`src/hw/rtl/wesm_pkg.sv`:
```
`default_nettype none
// ----------------------------------------------------------------------------
// Escape sequence matcher package
// Word types, action and status codes, the fixed pattern strings and the
// per-shell ordered group lists shared by the matcher modules.
// ----------------------------------------------------------------------------
package wesm_pkg;

    // Sizes of the pattern set and group lists.
    localparam int NUM_PATTERNS    = 32;
    localparam int MAX_PATTERN_LEN = 32;
    localparam int GROUP_SLOTS     = 16;
    localparam int NUM_GROUPS      = 5;
    localparam int NUM_SHELLS      = 2;
    localparam int POS_W           = $clog2(MAX_PATTERN_LEN);
    localparam int LEN_W           = POS_W + 1;
    localparam int PAT_BITS        = 8 * MAX_PATTERN_LEN;

    // Action codes.
    localparam logic [1:0] ACT_CHECK  = 2'd0;
    localparam logic [1:0] ACT_ENABLE = 2'd1;
    localparam logic [1:0] ACT_CLEAR  = 2'd2;
    localparam logic [1:0] ACT_NOP    = 2'd3;

    // Status codes, also used as the per-pattern advance result.
    localparam logic [1:0] ST_IDLE = 2'd0;
    localparam logic [1:0] ST_BUSY = 2'd1;
    localparam logic [1:0] ST_DONE = 2'd2;

    // Wildcard symbols inside a pattern.
    localparam logic [7:0] SYM_PRINTS    = 8'h12;
    localparam logic [7:0] SYM_NOT_LF_CR = 8'h13;
    localparam logic [7:0] SYM_NOT_LF    = 8'h14;
    localparam logic [7:0] SYM_DIGITS    = 8'h16;
    localparam logic [7:0] SYM_ANY       = 8'h18;
    localparam logic [7:0] CHR_LF        = 8'h0A;
    localparam logic [7:0] CHR_CR        = 8'h0D;

    // Input and result words.
    typedef struct packed {
        logic [1:0] action;
        logic [7:0] byte_value;
        logic [2:0] group;
    } in_word_t;

    typedef struct packed {
        logic [1:0] match_status;
        logic [4:0] matched_pattern;
    } out_word_t;

    // Decision of the group arbiter for one word.
    typedef struct packed {
        logic [NUM_PATTERNS-1:0] check_mask;
        logic [NUM_PATTERNS-1:0] touch_mask;
        out_word_t               result;
    } wesm_sel_t;

    // Pattern strings, first character in the most significant used byte.
    localparam logic [PAT_BITS-1:0] PAT_STR [NUM_PATTERNS] = '{
        0:  "\033[0;30m\033[0m\033[1;37m\033[0m",
        1:  "\033[0;34m\033[0m\033[0;31m\033[0m",
        2:  "\033[0;34m\033[0m\033[0;31m\033[0m\033[\026D",
        3:  "\033P\022\033\\",
        4:  "\007",
        5:  "\030",
        6:  "\033[0m\033[27m\033[24m\015\033[\026C",
        7:  " \015\023",
        8:  "\015\024",
        9:  "\015\n",
        10: "\010",
        11: "\033[\026C",
        12: "\033[\026D",
        13: "\033[\026A",
        14: "\033[\026K",
        15: "\033[\026P",
        16: "\033[\026@",
        17: "\007",
        default: '0
    };

    localparam logic [LEN_W-1:0] PAT_LEN [NUM_PATTERNS] = '{
        0: 6'd22, 1: 6'd22, 2: 6'd26, 3: 6'd5, 4: 6'd1, 5: 6'd1,
        6: 6'd19, 7: 6'd3, 8: 6'd2, 9: 6'd2, 10: 6'd1, 11: 6'd4,
        12: 6'd4, 13: 6'd4, 14: 6'd4, 15: 6'd4, 16: 6'd4, 17: 6'd1,
        default: 6'd0
    };

    // Ordered member lists per shell and group; zero marks an empty slot.
    localparam logic [4:0] GROUP_ROM [NUM_SHELLS][NUM_GROUPS][GROUP_SLOTS] = '{
        '{
            '{5'd5, 5'd0, 5'd0, 5'd0, 5'd0, 5'd0, 5'd0, 5'd0,
              5'd0, 5'd0, 5'd0, 5'd0, 5'd0, 5'd0, 5'd0, 5'd0},
            '{5'd1, 5'd4, 5'd8, 5'd12, 5'd11, 5'd15, 5'd16, 5'd17,
              5'd13, 5'd18, 5'd14, 5'd9, 5'd10, 5'd0, 5'd0, 5'd0},
            '{5'd1, 5'd4, 5'd0, 5'd0, 5'd0, 5'd0, 5'd0, 5'd0,
              5'd0, 5'd0, 5'd0, 5'd0, 5'd0, 5'd0, 5'd0, 5'd0},
            '{5'd0, 5'd0, 5'd0, 5'd0, 5'd0, 5'd0, 5'd0, 5'd0,
              5'd0, 5'd0, 5'd0, 5'd0, 5'd0, 5'd0, 5'd0, 5'd0},
            '{5'd6, 5'd0, 5'd0, 5'd0, 5'd0, 5'd0, 5'd0, 5'd0,
              5'd0, 5'd0, 5'd0, 5'd0, 5'd0, 5'd0, 5'd0, 5'd0}
        },
        '{
            '{5'd5, 5'd0, 5'd0, 5'd0, 5'd0, 5'd0, 5'd0, 5'd0,
              5'd0, 5'd0, 5'd0, 5'd0, 5'd0, 5'd0, 5'd0, 5'd0},
            '{5'd1, 5'd2, 5'd8, 5'd12, 5'd11, 5'd15, 5'd16, 5'd17,
              5'd13, 5'd18, 5'd14, 5'd9, 5'd10, 5'd4, 5'd0, 5'd0},
            '{5'd1, 5'd3, 5'd4, 5'd7, 5'd0, 5'd0, 5'd0, 5'd0,
              5'd0, 5'd0, 5'd0, 5'd0, 5'd0, 5'd0, 5'd0, 5'd0},
            '{5'd3, 5'd0, 5'd0, 5'd0, 5'd0, 5'd0, 5'd0, 5'd0,
              5'd0, 5'd0, 5'd0, 5'd0, 5'd0, 5'd0, 5'd0, 5'd0},
            '{5'd6, 5'd0, 5'd0, 5'd0, 5'd0, 5'd0, 5'd0, 5'd0,
              5'd0, 5'd0, 5'd0, 5'd0, 5'd0, 5'd0, 5'd0, 5'd0}
        }
    };

    // Character at a position of a pattern; zero at or past the end.
    function automatic logic [7:0] sym_at(input logic [PAT_BITS-1:0] str,
                                          input logic [LEN_W-1:0]    len,
                                          input logic [LEN_W-1:0]    idx);
        logic [LEN_W-1:0]    sel;
        logic [PAT_BITS-1:0] shifted;
        sel     = len - idx - LEN_W'(1);
        shifted = str >> {sel, 3'b000};
        if (idx < len)
            return shifted[7:0];
        else
            return 8'h00;
    endfunction

endpackage
`default_nettype wire

```
`src/hw/rtl/wesm_lane.sv`:
```
`default_nettype none
// ----------------------------------------------------------------------------
// Pattern lane
// Advances one pattern by one byte: compares the byte against the symbol at
// the current position, handles wildcards and returns the next position and
// enable bit together with the advance result.
// ----------------------------------------------------------------------------
module wesm_lane (
    input  wire logic [wesm_pkg::PAT_BITS-1:0] pat_str,
    input  wire logic [wesm_pkg::LEN_W-1:0]    pat_len,
    input  wire logic [wesm_pkg::POS_W-1:0]    pos,
    input  wire logic                          enabled,
    input  wire logic [7:0]                    byte_value,
    output logic      [1:0]                    res,
    output logic      [wesm_pkg::POS_W-1:0]    pos_next,
    output logic                               enabled_next
);
    import wesm_pkg::*;

    logic [LEN_W-1:0] start;
    logic [LEN_W-1:0] new_pos;
    logic [7:0]       sym;
    logic [7:0]       sym_after;
    logic             ok;
    logic             in_run;
    logic             run_sym;

    // Symbols at the current position and the one after it.
    always_comb
    begin
        start     = ({1'b0, pos} >= pat_len) ? '0 : {1'b0, pos};
        sym       = sym_at(pat_str, pat_len, start);
        sym_after = sym_at(pat_str, pat_len, start + LEN_W'(1));
    end

    // Symbol compare and position update.
    always_comb
    begin
        ok           = 1'b1;
        in_run       = 1'b0;
        run_sym      = 1'b0;
        new_pos      = start + LEN_W'(1);
        res          = ST_IDLE;
        pos_next     = pos;
        enabled_next = enabled;

        if (sym == SYM_ANY)
        begin
            new_pos = start + LEN_W'(1);
        end
        else if (sym == SYM_DIGITS || sym == SYM_PRINTS)
        begin
            run_sym = 1'b1;
            if (sym == SYM_DIGITS)
                in_run = (byte_value >= 8'h30) && (byte_value <= 8'h39);
            else
                in_run = (byte_value >= 8'h20) && (byte_value <= 8'h7E);
            if (!in_run)
            begin
                // The run ends only on the byte that follows it in the pattern.
                if (sym_after == byte_value)
                    new_pos = start + LEN_W'(2);
                else
                    ok = 1'b0;
            end
        end
        else if (sym == SYM_NOT_LF)
        begin
            ok = (byte_value != CHR_LF);
        end
        else if (sym == SYM_NOT_LF_CR)
        begin
            ok = (byte_value != CHR_LF) && (byte_value != CHR_CR);
        end
        else
        begin
            ok = (sym == byte_value);
        end

        if (enabled && pat_len != '0)
        begin
            if (run_sym && in_run)
            begin
                res      = ST_BUSY;
                pos_next = start[POS_W-1:0];
            end
            else if (!ok)
            begin
                res          = ST_IDLE;
                pos_next     = '0;
                enabled_next = 1'b0;
            end
            else if (new_pos >= pat_len)
            begin
                res      = ST_DONE;
                pos_next = '0;
            end
            else
            begin
                res      = ST_BUSY;
                pos_next = new_pos[POS_W-1:0];
            end
        end
    end

endmodule
`default_nettype wire

```
`src/hw/rtl/wesm_arbiter.sv`:
```
`default_nettype none
// ----------------------------------------------------------------------------
// Group arbiter
// Walks the ordered member list of the selected group, picks the first
// completing pattern and tells which patterns take their lane results and
// which are touched by a rearm action.
// ----------------------------------------------------------------------------
module wesm_arbiter (
    input  wire logic                                   shell_mode,
    input  wire wesm_pkg::in_word_t                     word,
    input  wire logic [wesm_pkg::NUM_PATTERNS-1:0][1:0] lane_res,
    output wesm_pkg::wesm_sel_t                         sel
);
    import wesm_pkg::*;

    logic       grp_ok;
    logic [2:0] gidx;
    logic [4:0] id;
    logic [4:0] pidx;
    logic [1:0] r;
    logic       found;
    logic       busy;
    logic [4:0] winner;

    // Priority walk over the list slots.
    always_comb
    begin
        grp_ok = ({29'd0, word.group} < NUM_GROUPS) && (word.action != ACT_NOP);
        gidx   = grp_ok ? word.group : 3'd0;
        found  = 1'b0;
        busy   = 1'b0;
        winner = '0;
        id     = '0;
        pidx   = '0;
        r      = ST_IDLE;
        sel    = '0;

        for (int s = 0; s < GROUP_SLOTS; s++)
        begin
            id   = grp_ok ? GROUP_ROM[shell_mode][gidx][s] : 5'd0;
            pidx = id - 5'd1;
            if (id != 5'd0)
            begin
                sel.touch_mask[pidx] = 1'b1;
                if (!found)
                begin
                    r                    = lane_res[pidx];
                    sel.check_mask[pidx] = 1'b1;
                    if (r == ST_BUSY)
                        busy = 1'b1;
                    if (r == ST_DONE)
                    begin
                        found  = 1'b1;
                        winner = id;
                    end
                end
            end
        end

        // Only a byte check reports a status.
        if (grp_ok && word.action == ACT_CHECK)
        begin
            sel.result.match_status    = found ? ST_DONE : (busy ? ST_BUSY : ST_IDLE);
            sel.result.matched_pattern = winner;
        end
    end

endmodule
`default_nettype wire

```
`src/hw/rtl/wildcard_escape_sequence_matcher.sv`:
```
`default_nettype none
// ----------------------------------------------------------------------------
// Wildcard escape sequence matcher
// Matches a terminal output byte stream against a fixed set of escape
// sequence patterns with wildcards, per group and shell, reporting the
// first pattern in group order that completes.
// ----------------------------------------------------------------------------
//  Channel  Direction  Handshake               Word
//  in       input      in_valid / in_stall     wesm_pkg::in_word_t
//  out      output     out_valid / out_stall   wesm_pkg::out_word_t
//  cfg      input      cfg_valid / cfg_ready   shell_mode (1 bit)
//
//  Each word is held in the input register and is then evaluated combinationally
//  by all pattern lanes in parallel plus the group arbiter; its result lands in
//  the output register. One word per cycle while the output does not stall.
//  Reset clears all positions and enable bits and selects the bash lists.
//  An output stall holds the result and the word waiting in the input register.
// ----------------------------------------------------------------------------
module wildcard_escape_sequence_matcher (
    input  wire logic                clk,
    input  wire logic                rst_n,
    input  wire logic                in_valid,
    output logic                     in_stall,
    input  wire wesm_pkg::in_word_t  in_word,
    output logic                     out_valid,
    input  wire logic                out_stall,
    output wesm_pkg::out_word_t      out_word,
    input  wire logic                cfg_valid,
    output logic                     cfg_ready,
    input  wire logic                cfg_data
);
    import wesm_pkg::*;

    logic                                s1_valid_reg;
    in_word_t                            s1_word_reg;
    logic                                out_valid_reg;
    out_word_t                           out_word_reg;
    logic                                shell_mode_reg;
    logic [POS_W-1:0]                    pos_reg [NUM_PATTERNS];
    logic [NUM_PATTERNS-1:0]             en_reg;
    logic [NUM_PATTERNS-1:0][1:0]        lane_res;
    logic [POS_W-1:0]                    lane_pos [NUM_PATTERNS];
    logic [NUM_PATTERNS-1:0]             lane_en;
    wesm_sel_t                           sel;
    logic                                s1_go;
    logic                                accept;

    // Handshake.
    assign s1_go     = s1_valid_reg && (!out_valid_reg || !out_stall);
    assign in_stall  = s1_valid_reg && !s1_go;
    assign accept    = in_valid && !in_stall;
    assign out_valid = out_valid_reg;
    assign out_word  = out_word_reg;
    assign cfg_ready = 1'b1;

    // Configuration register.
    always_ff @(posedge clk or negedge rst_n)
    begin
        if (!rst_n)
            shell_mode_reg <= 1'b0;
        else if (cfg_valid)
            shell_mode_reg <= cfg_data;
    end

    // Input register.
    always_ff @(posedge clk or negedge rst_n)
    begin
        if (!rst_n)
            s1_valid_reg <= 1'b0;
        else if (accept)
            s1_valid_reg <= 1'b1;
        else if (s1_go)
            s1_valid_reg <= 1'b0;
    end

    always_ff @(posedge clk)
    begin
        if (accept)
            s1_word_reg <= in_word;
    end

    // One lane per pattern.
    for (genvar p = 0; p < NUM_PATTERNS; p++)
    begin : g_lane
        wesm_lane u_lane (
            .pat_str      (PAT_STR[p]),
            .pat_len      (PAT_LEN[p]),
            .pos          (pos_reg[p]),
            .enabled      (en_reg[p]),
            .byte_value   (s1_word_reg.byte_value),
            .res          (lane_res[p]),
            .pos_next     (lane_pos[p]),
            .enabled_next (lane_en[p])
        );
    end

    // Priority pick over the selected group.
    wesm_arbiter u_arbiter (
        .shell_mode (shell_mode_reg),
        .word       (s1_word_reg),
        .lane_res   (lane_res),
        .sel        (sel)
    );

    // Pattern state update.
    always_ff @(posedge clk or negedge rst_n)
    begin
        if (!rst_n)
        begin
            en_reg <= '0;
            for (int p = 0; p < NUM_PATTERNS; p++)
                pos_reg[p] <= '0;
        end
        else if (s1_go)
        begin
            for (int p = 0; p < NUM_PATTERNS; p++)
            begin
                case (s1_word_reg.action)
                    ACT_CHECK:
                        if (sel.check_mask[p])
                        begin
                            pos_reg[p] <= lane_pos[p];
                            en_reg[p]  <= lane_en[p];
                        end
                    ACT_ENABLE:
                        if (sel.touch_mask[p])
                            en_reg[p] <= 1'b1;
                    ACT_CLEAR:
                        if (sel.touch_mask[p])
                            pos_reg[p] <= '0;
                    default:
                        ;
                endcase
            end
        end
    end

    // Output register.
    always_ff @(posedge clk or negedge rst_n)
    begin
        if (!rst_n)
            out_valid_reg <= 1'b0;
        else if (s1_go)
            out_valid_reg <= 1'b1;
        else if (!out_stall)
            out_valid_reg <= 1'b0;
    end

    always_ff @(posedge clk)
    begin
        if (s1_go)
            out_word_reg <= sel.result;
    end

endmodule
`default_nettype wire

```
`config.mk`:
```
export PLATFORM = sky130hd
export DESIGN_NAME = wildcard_escape_sequence_matcher
export DESIGN_NICKNAME = d
export VERILOG_FILES = /design/src/hw/rtl/wesm_pkg.sv /design/src/hw/rtl/wesm_lane.sv /design/src/hw/rtl/wesm_arbiter.sv /design/src/hw/rtl/wildcard_escape_sequence_matcher.sv
export SDC_FILE = /design/constraint.sdc
export NUM_CORES = 1
export LEC_CHECK = 0
export ABC_AREA = 1
export BUFFER_PORTS_ARGS = -buffer_cell sky130_fd_sc_hd__buf_2
export CORE_UTILIZATION = 60
export DETAILED_ROUTE_END_ITERATION = 6
export PLACE_DENSITY = 0.82
export RECOVER_POWER = 25
export SYNTH_ARGS = -nofsm -noshare
export SYNTH_HDL_FRONTEND = slang
export SYNTH_SLANG_ARGS = --single-unit
```
`constraint.sdc`:
```
create_clock -name clk -period 11.55 [get_ports clk]
set_clock_uncertainty 0.2 [all_clocks]
set_input_delay 2.31 -clock clk [delete_from_list [all_inputs] [get_ports clk]]
set_output_delay 2.31 -clock clk [all_outputs]
set_load 0.05 [all_outputs]
```
==> results.toml, run 1 <==
[floorplan]
die_h_um = 171.5
io_pins = 29
core_mm2 = 0.02801
dieWidth_um = 171.5
start_util_pct = 61.53
dieArea_mm2 = 0.02941
rows = 61

[finish]
layout.nets = 3189
antennaDiodeCount = 0
stdcell_count = 3419
area_growth_pct = 5.822
multi_input_area_mm2 = 0.01264
fill_cells = 2686
regArea_mm2 = 0.002878
largest_reg_flops = 70
drive_gt1_share_pct = 6.215

[worst_setup_path]
crit_fanout = 22
critPathBufInv = 5
critPathSlowestCell = "ha_1"
crit_path_start_kind = "flop"
path_class = "reg2reg"
arrival_ns = 7.18
cp.required_ns = 11.51
cpMostUsedCell = "nand2_1"
crit_path_max_incr_delay_ns = 0.50
crit_family = "simple AND/OR/NAND/NOR gates"
endpoint_kind = "flop"

[power]
seqPwrFrac_pct = 19.0
peakVddDrop_mv = 0.1256
p_sw_share_pct = 56.73
switchingPower_w = 0.001558
internal_power_w = 0.001188
power_density_mw_per_mm2 = 150.6
pwr-share-clk_pct = 12.6
leakage_nw = 9.762
comb_power_share_pct = 68.4

[placed_design]
place_inst = 3403
place_hpwl_um = 47950
port_buffers = 27
gp_congestion = 1.033
place_ws_ns = 4.590

[logic_synthesis]
avgSynthCellArea_um2 = 5.786
ys_seq_area_share_pct = 16.70
synth-edff-count = 20
ys_warn_count = 0
synth-seq-cells = 111
synthCells = 2979
async_reset_ff_share_pct = 81.98
netlist_area_mm2 = 0.01724
synth.distinct_cells = 66
yosys_most_used_dff = "dfrtp_1"

[sta]
tightest_slew_ns = 4.352
rsz0062_at_grt = "false"
drv_slew = 74
setup_violations = 0
fmax_ghz = 0.1384
min_period_ns = 7.226
fin_ws_ns = 4.324
min_period_over_period_pct = 62.56
whs_ns = 0.2790
relSlewSlack_pct = -190.1
finalHoldViolCount = 0
tns_ns = 0

[clock_network]
clock_latency_ns = 0.39
cts-root-buf = "clkbuf_16"
cts.path.max_buffers = 2
postCtsResizedCells = 0
numCtsBuffers = 9
cts_sinks = 111
cts_setup_buffers = 0
clk_pin_slew_worst_paths_ns = 0.10
htreeDepth = 3
cts_tree = "yes"
holdBufCountCts = 0

[drt]
vias = 20603
dr.first_iter.drc_count = 2469
drt_first_pass_iters = 7
viasPerCell = 6.026
wl_met3_um = 7163
routed_wl_um = 62270
wl_met2_um = 26950
ant_nets = 0
routed.top_layer = "met5"
detail_route.wl_per_cell_um = 18.21
wl_met1_um = 24560
drc_errors = 18

[grt]
grt_max_degree = 74
grt_pass1_wl_um = 96540
grt_pass1_vias = 18741
grt-ovfl-total = 0
track_usage_pct = 42.25
grt_antenna_before_repair = 1

[run_status]
violations = "design-rule violations, max-capacitance violations, max-slew violations"
status = "finished with violations"

[hold_path]
hold_path.class = "reg2reg"

[job]
cap_violations = 1
-- metrics by stage --
step	area (um2)	total power (W)	util (%)
final	18240	0.002746	65.11
after global routing	18240	0.002990	65.11
after CTS	18250	0.002685	65.15
after detailed placement	17930	0.002339	64.02
after global placement	17930	0.002292	64.02
after floorplan	17490	0.001955	-
-- routing by layer --
layer / GRT usage [%] / vias up
li1: - / 9801
met1: 52.89 / 9262
met2: 67.01 / 1263
met3: 9.273 / 275
met4: 23.80 / 2
met5: 0 / -
-- layout make-up --
cell class	instances	share of cell area, %
Clock inverter	7	0.5008
Inverter	443	9.124
Clock buffer	9	1.235
Sequential cell	111	15.78
Timing Repair Buffer	46	1.475
Multi-Input combinational cell	2425	69.29
Tap cell	378	2.593
-- placed cells by master (no fill, tap or decap), drive strengths merged, types with 2 or more instances in the layout --
master	count
a211oi	8
a21boi	5
a21oi	107
a221oi	3
a22oi	3
a31oi	16
and2	7
and3	4
buf	43
clkbuf	12
clkinv	15
conb	71
dfrtp	91
edfxtp	20
ha	134
inv	435
nand2	913
nand3	312
nand3b	6
nand4	106
nor2	363
nor3	36
nor3b	7
nor4	7
o2111ai	14
o211ai	38
o21a	4
o21ai	178
o21bai	4
o221ai	4
o22ai	9
o31ai	16
o41ai	2
or2	3
xor2	35
-- cells by family after synthesis --
kind of cell | after synthesis | share of synthesized area (%)
other cells | 2 | 0.04357
mux | 1 | 0.06533
simple gates | 1765 | 45.64
buf+inv | 512 | 11.49
fa+ha+maj | 134 | 9.728
compound gates | 418 | 14.50
flops | 111 | 16.70
xor+xnor | 36 | 1.829
-- power by group through the flow --
stage	combinational (W)	sequential [W]	clock [W]
finish	0.00188	0.000522	0.000345
detailed placement	0.00181	0.000526	0
CTS	0.00182	0.000518	0.000344
global placement	0.00177	0.000523	0
floorplan	0.00144	0.000514	0
global route	0.00210	0.000528	0.000358
-- synth_stat cells (all sizes together), types with 2 or more instances --
library cell | count | area [um2]
and3 | 4 | 25.02
clkbuf | 42 | 157.7
nand4 | 106 | 711.9
a21boi | 5 | 37.54
a31oi | 16 | 115.1
nand3b | 6 | 45.04
o211ai | 38 | 295.3
nor3b | 7 | 52.55
o22ai | 9 | 56.30
edfxtp | 20 | 600.6
a22oi | 3 | 22.52
nand2 | 913 | 3605
nor2 | 363 | 1495
ha | 134 | 1677
o21ai | 178 | 905.9
conb | 2 | 7.510
o2111ai | 14 | 122.6
a211oi | 8 | 60.06
and2 | 7 | 43.79
xor2 | 35 | 306.5
nor3 | 36 | 185.2
a221oi | 3 | 26.28
o221ai | 4 | 35.03
o21bai | 4 | 30.03
inv | 430 | 1614
or2 | 3 | 18.77
o21a | 4 | 30.03
nor4 | 7 | 43.79
buf | 27 | 158.9
nand3 | 312 | 1634
o31ai | 16 | 120.1
dfrtp | 91 | 2277
clkinv | 13 | 50.04
o41ai | 2 | 17.52
a21oi | 107 | 561.8
-- worst paths after layout --
check,from,to,slack (ns),cells past startpoint
worst max-delay path,pos_reg[128],out_word[2],4.32,40
worst min-delay path,s1_valid_reg,out_valid,0.28,2
worst max register to register,pos_reg[128],out_word[2],4.32,40
worst min register to register,s1_valid_reg,out_valid,0.28,2
max in group asynchronous,rst_n,en_reg[0],4.47,2
min in group asynchronous,rst_n,shell_mode_reg,1.94,1
-- tightest hold or removal path, cell delays in order, from the launching register on --
cell and delay [ns]:
dfrtp_1 0.33, inv_1 0.05, nand2_1 0.06
No activity file was read; power rests on OpenSTA's default activity.
==> run 2, diff against run 1 <==
Settings changed: PLACE_DENSITY 0.82 to 0.85.
Clock period 11.55 ns to 6 ns, I/O delays scaled along.
==> run 2 against run 1 <==
Compared with the run above: the flow finishes with violations (max-capacitance violations, max-slew violations); cell area rose by 9.9%; critical path type unchanged; combinational power rose by 120%; critical path depth rose by 5; register-to-register slack got worse by 4.2 ns.
==> results.toml, run 2 (synthesized netlist as in run 1, its figures left out) <==
[sta]
setup_violations = 0
finalHoldViolCount = 0
whs_ns = 0.2700
relSlewSlack_pct = -144.3
fmax_ghz = 0.1707
min_period_over_period_pct = 97.65
drv_slew = 63
min_period_ns = 5.859
tightest_slew_ns = 3.665
rsz0062_at_grt = "true"
tns_ns = 0

[finish]
drive_gt1_share_pct = 14.11
fill_cells = 2441
layout.nets = 3380
final_util_pct = 71.56
largest_reg_flops = 70
final_cell_mix = "nand2_1, inv_1, nor2_1"
final_common_cell = "nand2_1"
antennaDiodeCount = 0
area_growth_pct = 16.30

[grt]
use_met3_pct = 9.871
track_usage_pct = 44.45
grt_pass1_wl_um = 101400
use_met1_pct = 55.49
use_met2_pct = 69.78
top_usage_layer = "met2"
grt_antenna_before_repair = 1
grt_pass1_vias = 19647
grt_max_degree = 63
grt-ovfl-total = 0

[clock_network]
htreeDepth = 3
numCtsBuffers = 9
holdBufCountCts = 0
cts_sinks = 111
cts_tree = "yes"
clk_pin_slew_worst_paths_ns = 0.09
cts.path.max_buffers = 2
cts-root-buf = "clkbuf_16"
clock_latency_ns = 0.39

[drt]
drt_first_pass_iters = 6
routed_wl_um = 66540
ant_nets = 0
drc_errors = 0
dr.first_iter.drc_count = 2496
viasPerCell = 6.021
detail_route.wl_per_cell_um = 18.43
vias = 21736

[floorplan]
start_util_pct = 61.53
rows = 61
dieArea_mm2 = 0.02941
dieWidth_um = 171.5
core_mm2 = 0.02801
die_h_um = 171.5
io_pins = 29

[worst_setup_path]
endpoint_kind = "flop"
critPathBufInv = 12
r2r_slack_ns = 0.14
crit_path_max_incr_delay_ns = 0.43
cp.required_ns = 6.08
cpMostUsedCell = "nand2_1"
arrival_ns = 5.93
crit_family = "simple AND/OR/NAND/NOR gates"
crit_fanout = 7
path_class = "reg2reg"
crit_path_start_kind = "flop"
crit_start = "pos_reg[156]"
critPathSlowestCell = "dfrtp_1"
r2r_start = "pos_reg[156]"

[placed_design]
place_hpwl_um = 50970
port_buffers = 27
gp_congestion = 1.110

[run_status]
status = "finished with violations"
violations = "max-capacitance violations, max-slew violations"

[power]
leakage_nw = 10.74
power_w = 0.005724
power_density_mw_per_mm2 = 285.6
peakVddDrop_mv = 0.3194

[hold_path]
hold_path.class = "reg2reg"
holdCritStartpoint = "s1_valid_reg"

[job]
cap_violations = 1
## run 2: cell count changes in the layout (fill, tap and decap cells not counted), sizes merged
cell / previous run / this run
clkinv: 15 / 14
nand2: 913 / 915
buf: 43 / 234
clkbuf: 12 / 11
## run 2: worst register-to-register path: cells and delay by family (launching register included)
| kind | cells | cell delay, ns |
|---|---|---|
| simple gates | 27 | 2.74 |
| fa+ha+maj | 3 | 0.57 |
| buf+inv | 12 | 1.33 |
| compound gates | 3 | 0.50 |
| flops | 1 | 0.43 |
## run 2: timing repair
item | CTS | global route
cloned | 0 | 2
buffers inserted | 0 | 28
setup endpoints to repair | 1 | 93
gates resized for setup | 1 | 109
pin swaps | 0 | 27
## run 2: worst paths after layout
path / to / cells after the start
min reg2reg: out_valid / 2
max: en_reg[8] / 45
max in group asynchronous: pos_reg[127] / 1
min in group asynchronous: pos_reg[128] / 1
min: out_valid / 2
max reg2reg: en_reg[8] / 45
## run 2: area by class of cell
class	instances	area (um2)	share of cell area, %
multi-input cells	2427	13020	64.93
flip-flops and latches	111	2883	14.38
repair buffers	235	1699	8.477
inverters	443	1665	8.308
well taps	378	473.0	2.360
clock buffers	10	250.2	1.248
clock inverters	6	58.81	0.2934
## run 2: stage by stage
stage                     instance area (um2)  setup slack (ns)  std cells
after floorplan                         17490            0.4532       3048
after global placement                  19140            0.2745       3564
after detailed placement                19140           0.02028       3564
after CTS                               19460           0.06082       3580
after global routing                    20040           -0.1399       3610
final                                   20040            0.1411       3610
## run 2: where the power goes
| part | internal [W] | switching (W) |
|---|---|---|
| Clock | 0.000319 | 0.000341 |
| Combinational | 0.00137 | 0.00270 |
| Sequential | 0.000889 | 0.000104 |
## run 2: per-layer routing
layer	vias up	share of wire, %	wire length [um]
li1	10186	-	-
met1	9799	39	25680
met2	1393	43	28520
met3	358	12	7944
met4	0	6.6	4392
met5	-	0	0
